File: src/rtl/idw_pkg.sv
`default_nettype none
// ----------------------------------------------------------------------------
// idw_pkg
// Shared types and codes for the inverse-distance elevation interpolator.
// ----------------------------------------------------------------------------
package idw_pkg;

  localparam logic       KIND_LOAD      = 1'b0;
  localparam logic       KIND_QUERY     = 1'b1;

  localparam logic [1:0] STATUS_INTERP  = 2'd0;
  localparam logic [1:0] STATUS_HIT     = 2'd1;
  localparam logic [1:0] STATUS_EMPTY   = 2'd2;

  // configuration register index (paddr[2])
  localparam logic       REG_POINT_COUNT = 1'b0;

  localparam logic [62:0] W_MAX   = 63'h7FFF_FFFF_FFFF_FFFF;
  localparam logic [63:0] D2_HALF = 64'h8000_0000_0000_0000;
  localparam logic [31:0] POS_SAT = 32'h7FFF_FFFF;
  localparam logic [31:0] NEG_SAT = 32'h8000_0000;

  typedef struct packed {
    logic load_wr;   // write table slot from input beat
    logic q_latch;   // capture query, clear sums
    logic rd;        // read table entry i
    logic diff;      // abs differences
    logic sqr;       // squares
    logic sum;       // squared distance
    logic div_rcp;   // start 2^63 / d2
    logic wgt;       // form weight
    logic mlo;       // low partial product
    logic mhi;       // accumulate low, high partial product
    logic macc;      // accumulate high, weight sum
    logic nxt;       // advance point index
    logic div_fin;   // start final division
    logic res_hit;   // load result: exact hit
    logic res_empty; // load result: empty table
    logic res_fin;   // load result: interpolated
  } cmd_t;

  typedef struct packed {
    logic empty;     // effective point count is zero
    logic hit;       // d2 == 0
    logic far;       // weight saturates to 1
    logic last;      // current index is the last point
    logic div_busy;
    logic out_busy;  // result register full and not taken this cycle
  } sts_t;

endpackage
`default_nettype wire

File: src/rtl/idw_ctrl.sv
`default_nettype none
// ----------------------------------------------------------------------------
// idw_ctrl
// Sequencer: walks a query over the table one point at a time.
// ----------------------------------------------------------------------------
module idw_ctrl (
  input  logic          clk,
  input  logic          rst,
  input  logic          in_valid,
  input  logic          in_kind,
  output logic          in_ready,
  output idw_pkg::cmd_t cmd,
  input  idw_pkg::sts_t sts
);
  import idw_pkg::*;

  typedef enum logic [15:0] {
    S_IDLE  = 16'h0001,
    S_READ  = 16'h0002,
    S_DIFF  = 16'h0004,
    S_SQR   = 16'h0008,
    S_SUM   = 16'h0010,
    S_CHECK = 16'h0020,
    S_RDIV  = 16'h0040,
    S_WGT   = 16'h0080,
    S_MLO   = 16'h0100,
    S_MHI   = 16'h0200,
    S_MACC  = 16'h0400,
    S_FDIV  = 16'h0800,
    S_FWAIT = 16'h1000,
    S_FOUT  = 16'h2000,
    S_HOUT  = 16'h4000,
    S_EOUT  = 16'h8000
  } state_t;

  state_t state, state_next;

  always_ff @(posedge clk) begin
    if (rst) begin
      state <= S_IDLE;
    end else begin
      state <= state_next;
    end
  end

  always_comb begin
    state_next = state;
    cmd        = '0;
    in_ready   = 1'b0;
    unique case (state)
      S_IDLE: begin
        in_ready = 1'b1;
        if (in_valid) begin
          if (in_kind == KIND_LOAD) begin
            cmd.load_wr = 1'b1;
          end else begin
            cmd.q_latch = 1'b1;
            state_next  = sts.empty ? S_EOUT : S_READ;
          end
        end
      end
      S_READ: begin
        cmd.rd     = 1'b1;
        state_next = S_DIFF;
      end
      S_DIFF: begin
        cmd.diff   = 1'b1;
        state_next = S_SQR;
      end
      S_SQR: begin
        cmd.sqr    = 1'b1;
        state_next = S_SUM;
      end
      S_SUM: begin
        cmd.sum    = 1'b1;
        state_next = S_CHECK;
      end
      S_CHECK: begin
        if (sts.hit) begin
          state_next = S_HOUT;
        end else if (sts.far) begin
          state_next = S_WGT;
        end else begin
          cmd.div_rcp = 1'b1;
          state_next  = S_RDIV;
        end
      end
      S_RDIV: begin
        if (!sts.div_busy) begin
          state_next = S_WGT;
        end
      end
      S_WGT: begin
        cmd.wgt    = 1'b1;
        state_next = S_MLO;
      end
      S_MLO: begin
        cmd.mlo    = 1'b1;
        state_next = S_MHI;
      end
      S_MHI: begin
        cmd.mhi    = 1'b1;
        state_next = S_MACC;
      end
      S_MACC: begin
        cmd.macc = 1'b1;
        if (sts.last) begin
          state_next = S_FDIV;
        end else begin
          cmd.nxt    = 1'b1;
          state_next = S_READ;
        end
      end
      S_FDIV: begin
        cmd.div_fin = 1'b1;
        state_next  = S_FWAIT;
      end
      S_FWAIT: begin
        if (!sts.div_busy) begin
          state_next = S_FOUT;
        end
      end
      S_FOUT: begin
        if (!sts.out_busy) begin
          cmd.res_fin = 1'b1;
          state_next  = S_IDLE;
        end
      end
      S_HOUT: begin
        if (!sts.out_busy) begin
          cmd.res_hit = 1'b1;
          state_next  = S_IDLE;
        end
      end
      S_EOUT: begin
        if (!sts.out_busy) begin
          cmd.res_empty = 1'b1;
          state_next    = S_IDLE;
        end
      end
      default: begin
        state_next = S_IDLE;
      end
    endcase
  end

  a_res_slot_free: assert property (@(posedge clk) disable iff (rst)
    (cmd.res_fin || cmd.res_hit || cmd.res_empty) |-> !sts.out_busy)
    else $error("result loaded over an untaken result");

  a_div_idle_start: assert property (@(posedge clk) disable iff (rst)
    (cmd.div_rcp || cmd.div_fin) |-> !sts.div_busy)
    else $error("divider restarted while busy");

  a_idle_no_div: assert property (@(posedge clk) disable iff (rst)
    in_ready |-> !sts.div_busy)
    else $error("input taken while divider busy");

  a_div_runs: assert property (@(posedge clk) disable iff (rst)
    (cmd.div_rcp || cmd.div_fin) |=> sts.div_busy)
    else $error("divider did not start");

endmodule
`default_nettype wire

File: config.mk
export PLATFORM = sky130hd
export DESIGN_NAME = idw_ctrl
export DESIGN_NICKNAME = d
export VERILOG_FILES = /design/src/rtl/idw_pkg.sv /design/src/rtl/idw_ctrl.sv
export SDC_FILE = /design/constraint.sdc
export NUM_CORES = 1
export LEC_CHECK = 0
export BUFFER_PORTS_ARGS = -buffer_cell sky130_fd_sc_hd__buf_2
export CAP_MARGIN = 20
export CORE_MARGIN = 2
export CORE_UTILIZATION = 47
export DETAILED_ROUTE_END_ITERATION = 7
export PLACE_DENSITY_LB_ADDON = 0.3
export RECOVER_POWER = 50
export SETUP_SLACK_MARGIN = 0.02
export SYNTH_ARGS = -nofsm -noshare
export SYNTH_HDL_FRONTEND = slang
export SYNTH_SLANG_ARGS = --single-unit
File: constraint.sdc
create_clock -name clk -period 2.1 [get_ports clk]
set_input_delay 0.42 -clock clk [delete_from_list [all_inputs] [get_ports clk]]
set_output_delay 0.42 -clock clk [all_outputs]
set_load 0.01 [all_outputs]
==> flow_summary.toml, run 1 <==
[outcome]
status = "finished with violations"
violations = "setup timing"

[cells_and_area]
final_net_count = 215
largest_reg_flops = 16
drive_gt1_frac = 0.598
largest_register = "state"
n_fill_cell = 118
area_growth_pct = 68.9
biggestRegsByFlops = "state x16"
final_area_mm2 = 0.00184
n_antenna_cell = 0

[floorplan]
die_width_um = 52.2
dieArea_mm2 = 0.00272
start_util = 0.493
rows = 17
dieHeight_um = 52.2
core_mm2 = 0.00221
io_pins = 27

[clocking]
htreeDepth = 1
clk_latency_ns = 0.30
clock_path_buffers = 2
cts.sinks = 16
cts_tree = "built"
cts_root_buffer = "clkbuf_4"
cts_buffers = 3
ctsHoldBuffers = 0
path_clk_slew_ns = 0.11

[synthesis]
ys_seq_area_frac = 0.294
yosys.area.top_type = "dfxtp_1"
synth_top_flop_cell = "dfxtp_1"
synth_most_common_cell = "dfxtp_1"
synth_top_area_share = 0.294
syn_nets = 143
yosysWarnings = 0
synth_cell_types = 45
ys_ff_latch = 16
synth_edf_count = 0
synth.avg_cell_area_um2 = 8.20
syn_area_mm2 = 0.00109
async_reset_ff_frac = 0
synth.area.top_cells = "dfxtp_1 29%, nor2_1 5.2%, nor3_1 4.6%, nor4_4 3.9%, or3_1 3.4%"
netlist_instances = 133
ys_top_cells_by_count = "16 x dfxtp_1, 15 x nor2_1, 10 x nor3_1"

[setup_path]
worst-setup-path-type = "reg -> out"
worstReg2RegEnd = "state[0]"
max_stage_delay_ns = 0.42
crit_path_end_kind = "output pin"
r2r_setup_slack_ns = 0.02
crit_required_ns = 1.68
cp_max_fo = 4
reg2regPathDepth = 9
critPathTopFamily = "simple AND/OR/NAND/NOR gates"
crit_chain = "nor4_4 > buf_4 > nand4_1 > or3b_4 > nor2_1 > buf_2"
worstPathArrival_ns = 1.98
crit_slowest_cell = "or3b_4"
cp-start-kind = "flop"
reg2reg_from = "state[8]"
path_buf_inv = 2

[route]
first_pass_iters = 4
drc_errors = 0
vias = 1388
detail-route-antenna-nets = 0
avgRoutedWirePerCell_um = 17.8
via_per_inst = 5.98
drtIter0Drc = 69
wl_mm = 4.12

[hold_path]
min_path_type = "in -> reg"
hold_start = "sts[4]"
hold_depth = 3
hold_end = "state[14]"

[placement]
port_buffers = 26
pre_cts_slack_ns = 0.00516
routabilityCongestion = 0.884
dpl_cell_area_mm2 = 0.00140
dpl.hpwl_mm = 2.23

[job]
maxCapViolCount = 0

[timing]
worst_pin_slew_ns = 0.436
fin_crit_ns = 2.40
rsz0062_at_grt = "yes"
slew_viol_final = 0
max_clock_freq_mhz = 416
fin_skew_ns = 0.00222
fin_tns_setup_ns = -3.17
hold_violations = 0
whs_ns = 0.372
setup_viol = 16
post-route-period-util = 1.14
relSlewSlack = 0.706
fin_ws_ns = -0.301

[grt]
antenna_found_initial = 0
grt_start_max_net_pins = 11
grt_usage = 0.292
grt_pass1_wl_mm = 5.84
grt.overflow.total = 0
grt_pass1_vias = 1255

[pwr]
ir_drop_uv = 621
powerDensity_mw_per_mm2 = 726
finalPower_uw = 1340
leakage_uw = 0.000799
[what timing repair did]
| action | CTS | global route |
|---|---|---|
| endpoints found under the setup margin | 16 | 26 |
| pin swaps | 18 | 20 |
| buffers inserted | 14 | 15 |
| cloned | 0 | 1 |
| gates resized for setup | 31 | 25 |
[routing by layer]
metal  routed length, µm  GRT usage  vias up
met5                   0          0        -
met4                 155      0.111        0
met3                 300     0.0371       17
met2                1970      0.487       82
met1                1700      0.383      655
li1                    -          -      634
[final cells by class]
class,instances,area (µm²),area share
timing repair buffer,75,553,0.300
tap,28,35.0,0.0190
clock buffer,4,36.3,0.0197
multi-input combinational,103,863,0.468
sequential,16,333,0.181
inverter,6,22.5,0.0122
[placed cells by master, fill, tap and decap left out, drive strengths merged, types with 3 or more instances in the layout]
cell    instances
a21oi           4
and3            3
buf            75
clkbuf          4
dfxtp          16
inv             6
nand2           7
nand4           4
nor2           15
nor3           12
nor3b           5
nor4            5
nor4b           4
o21ai           8
or3             6
xor2            3
[worst max path at each step]
stage / startpoint / slack (ns) / endpoint / cells past startpoint
5_1_grt: state[0] / -0.40 / cmd[4] / 6
3_3_place_gp: state[7] / 0.03 / cmd[11] / 5
4_1_cts: state[2] / -0.31 / cmd[9] / 6
2_1_floorplan: state[3] / -0.006 / cmd[9] / 6
3_5_place_dp: state[7] / 0.005 / cmd[11] / 5
6_report: state[0] / -0.30 / cmd[4] / 6
[cell families (layout without fill, tap and decap cells)]
| kind of cell | count (synthesis) | after routing | synth area share |
|---|---|---|---|
| DFF | 16 | 16 | 0.294 |
| and+or+nand+nor | 75 | 75 | 0.463 |
| buffers and inverters | 14 | 85 | 0.0631 |
| AOI/OAI and AO/OA | 23 | 23 | 0.140 |
| xor gates and xnor gates | 5 | 5 | 0.0401 |
[per-stage QoR]
step / utilization / std cells
after floorplan: - / 133
after global placement: 0.631 / 203
after detailed placement: 0.631 / 203
after CTS: 0.749 / 221
after global routing: 0.833 / 232
final: 0.833 / 232
[worst register-to-register path: stages (launching register included)]
cell	delay (ns)
dfxtp_4	0.37
or4_4	0.59
nor3_4	0.24
buf_4	0.14
buf_4	0.09
and3_4	0.20
buf_4	0.15
buf_4	0.12
nor2_1	0.04
o21ai_0	0.07
[power breakdown]
group / switching, µW / leakage, µW / internal [µW]
Clock: 115 / 0.0000210 / 106
Sequential: 13.2 / 0.000132 / 316
Combinational: 351 / 0.000646 / 436
(Power assumes the default switching activity.)
==> inputs of run 2 (changes only) <==
--- a/config.mk
+++ b/config.mk
@@ -5,10 +5,11 @@
 export SDC_FILE = /design/constraint.sdc
 export NUM_CORES = 1
 export LEC_CHECK = 0
+export ABC_AREA = 1
 export BUFFER_PORTS_ARGS = -buffer_cell sky130_fd_sc_hd__buf_2
 export CAP_MARGIN = 20
 export CORE_MARGIN = 2
-export CORE_UTILIZATION = 47
+export CORE_UTILIZATION = 46
 export DETAILED_ROUTE_END_ITERATION = 7
 export PLACE_DENSITY_LB_ADDON = 0.3
 export RECOVER_POWER = 50
==> flow_summary.toml, run 2 <==
[timing]
post-route-period-util = 0.957
setup_viol = 0
hold_violations = 0
relSlewSlack = 0.790
whs_ns = 0.380
slew_viol_final = 0
max_clock_freq_mhz = 497
fin_crit_ns = 2.01
fin_skew_ns = 0.00458
worst_pin_slew_ns = 0.314
fin_tns_setup_ns = 0

[synthesis]
syn_nets = 182
synth.avg_cell_area_um2 = 6.02
synth_top_area_share = 0.309
netlist_instances = 172
yosys.area.top_type = "dfxtp_1"
synth.area.top_cells = "dfxtp_1 31%, nor2_1 14%, inv_1 13%, nand2_1 11%, nand3_1 11%"
synth_top_flop_cell = "dfxtp_1"
ys_top_cells_by_count = "39 x nor2_1, 35 x inv_1, 31 x nand2_1"
ys_ff_latch = 16
synth_most_common_cell = "nor2_1"
synth_edf_count = 0
async_reset_ff_frac = 0
synth_cell_types = 21
yosysWarnings = 0
ys_seq_area_frac = 0.309
syn_area_mm2 = 0.00104

[route]
vias = 1129
wl_met3_um = 98
wl_mm = 2.60
first_pass_iters = 4
wl_met2_mm = 1.29
drc_errors = 0
detail-route-antenna-nets = 0
avgRoutedWirePerCell_um = 11.1
via_per_inst = 4.80
top_layer_used = "met4"
drtIter0Drc = 25
wl_met1_mm = 1.18

[cells_and_area]
area_growth_pct = 27.9
final_net_count = 218
n_fill_cell = 235
final_cells = 235
final_cell_mix = "37 x nor2_1, 35 x inv_1, 30 x nand2_1"
mostFrequentLayoutCell = "nor2_1"
largest_register = "state"
drive_gt1_frac = 0.280
largest_reg_flops = 16
biggestRegsByFlops = "state x16"
n_antenna_cell = 0
multi_input_area_um2 = 619
seqCellArea_um2 = 323

[floorplan]
core_mm2 = 0.00217
io_pins = 27
dieArea_mm2 = 0.00265
die_width_um = 51.5
rows = 17
dieHeight_um = 51.5
start_util = 0.478

[setup_path]
worstPathArrival_ns = 1.59
r2r_setup_slack_ns = 0.33
crit_chain = "nor2_1 > nand2_2 > nor2_4 > buf_4 > nand2_1 > nor2_1 > buf_2"
critPathTopFamily = "simple AND/OR/NAND/NOR gates"
crit_path_end_kind = "output pin"
worst-setup-path-type = "reg -> out"
reg2regPathDepth = 11
crit_slowest_cell = "dfxtp_1"
cp_common_cell = "nor2_1"
crit_required_ns = 1.68
max_stage_delay_ns = 0.35
cp_max_fo = 7
reg2reg_from = "state[7]"
worstReg2RegEnd = "state[15]"
path_buf_inv = 2
cp-start-kind = "flop"

[pwr]
combPwrFrac = 0.582
leakage_uw = 0.000847
ir_drop_uv = 517
p_seq_frac = 0.269
p_int_uw = 744
p_sw_frac = 0.477
clockPowerShare = 0.150
powerDensity_mw_per_mm2 = 1070
p_sw_uw = 679

[grt]
grt_pass1_wl_mm = 4.22
grt_pass1_vias = 1004
grt.overflow.total = 0
grt_start_max_net_pins = 11
antenna_found_initial = 0
grt_usage = 0.211

[clocking]
cts_root_buffer = "clkbuf_4"
clk_latency_ns = 0.29
cts.sinks = 16
clock_path_buffers = 2
ctsHoldBuffers = 0
path_clk_slew_ns = 0.10
cts_buffers = 3
cts_tree = "built"
htreeDepth = 1

[placement]
dpl.hpwl_mm = 1.93
port_buffers = 26
routabilityCongestion = 0.844
dpl.cell_count = 226

[outcome]
status = "finished, final reports clean"

[hold_path]
hold_depth = 2
hold_start = "rst"
hold_end = "state[14]"
min_path_type = "in -> reg"

[job]
maxCapViolCount = 0
-- run 2: what timing repair did --
| action | CTS | global route |
|---|---|---|
| cloned | 0 | 0 |
| setup endpoints to repair | 1 | 5 |
| hold endpoints to repair | 0 | 0 |
| gates resized for setup | 1 | 12 |
| buffers inserted | 0 | 5 |
| pin swaps | 0 | 6 |
-- run 2: final cells by class --
type / instances / area share
timing repair buffer: 31 / 0.127
multi-input combinational: 118 / 0.467
tap: 28 / 0.0264
clock buffer: 4 / 0.0274
inverter: 38 / 0.109
sequential: 16 / 0.244
-- run 2: worst register-to-register path, stage by stage (launching register included) --
cell and delay, ns:
dfxtp_1 0.35, nor2_1 0.19, nand2_2 0.14, nor2_4 0.21, buf_4 0.14, nand2_1 0.06, nand3_1 0.08, nand2_1 0.11
nand3_4 0.14, inv_2 0.11, nor2_1 0.11, nor2_1 0.04
-- run 2: worst max path at each step --
stage / from / endpoint / slack (ns) / cells past startpoint
floorplan: state[12] / cmd[14] / 0.54 / 7
global placement: state[8] / cmd[9] / 0.41 / 6
detailed placement: state[8] / cmd[9] / 0.35 / 6
CTS: state[12] / cmd[9] / 0.05 / 6
global route: state[6] / cmd[0] / -0.03 / 7
finish: state[7] / cmd[1] / 0.09 / 7
-- run 2: power by group through the flow --
stage               clock network, µW  registers, µW  logic, µW
detailed placement                  0            382        747
CTS                               216            376        750
floorplan                           0            374        588
global route                      232            389        936
global placement                    0            380        736
finish                            213            382        828
-- run 2: per-stage QoR --
step | worst slack (ns) | area, µm² | util | power (µW)
after CTS | 0.0520 | 1240 | 0.572 | 1340
after detailed placement | 0.348 | 1200 | 0.554 | 1130
after global routing | -0.0316 | 1330 | 0.611 | 1560
after global placement | 0.414 | 1200 | 0.554 | 1120
after floorplan | 0.539 | 1040 | - | 962
final | 0.0898 | 1330 | 0.611 | 1420
-- run 2: kinds of logic after synthesis --
| group | Yosys count | share of synthesized area |
|---|---|---|
| and+or+nand+nor | 112 | 0.519 |
| buffers and inverters | 38 | 0.139 |
| DFF | 16 | 0.309 |
| AOI/OAI and AO/OA | 6 | 0.0326 |
-- run 2: metal layers --
layer,up-vias,track usage
met5,-,0
met4,0,0.0833
met3,4,0.0263
met2,24,0.361
met1,506,0.266
li1,595,-
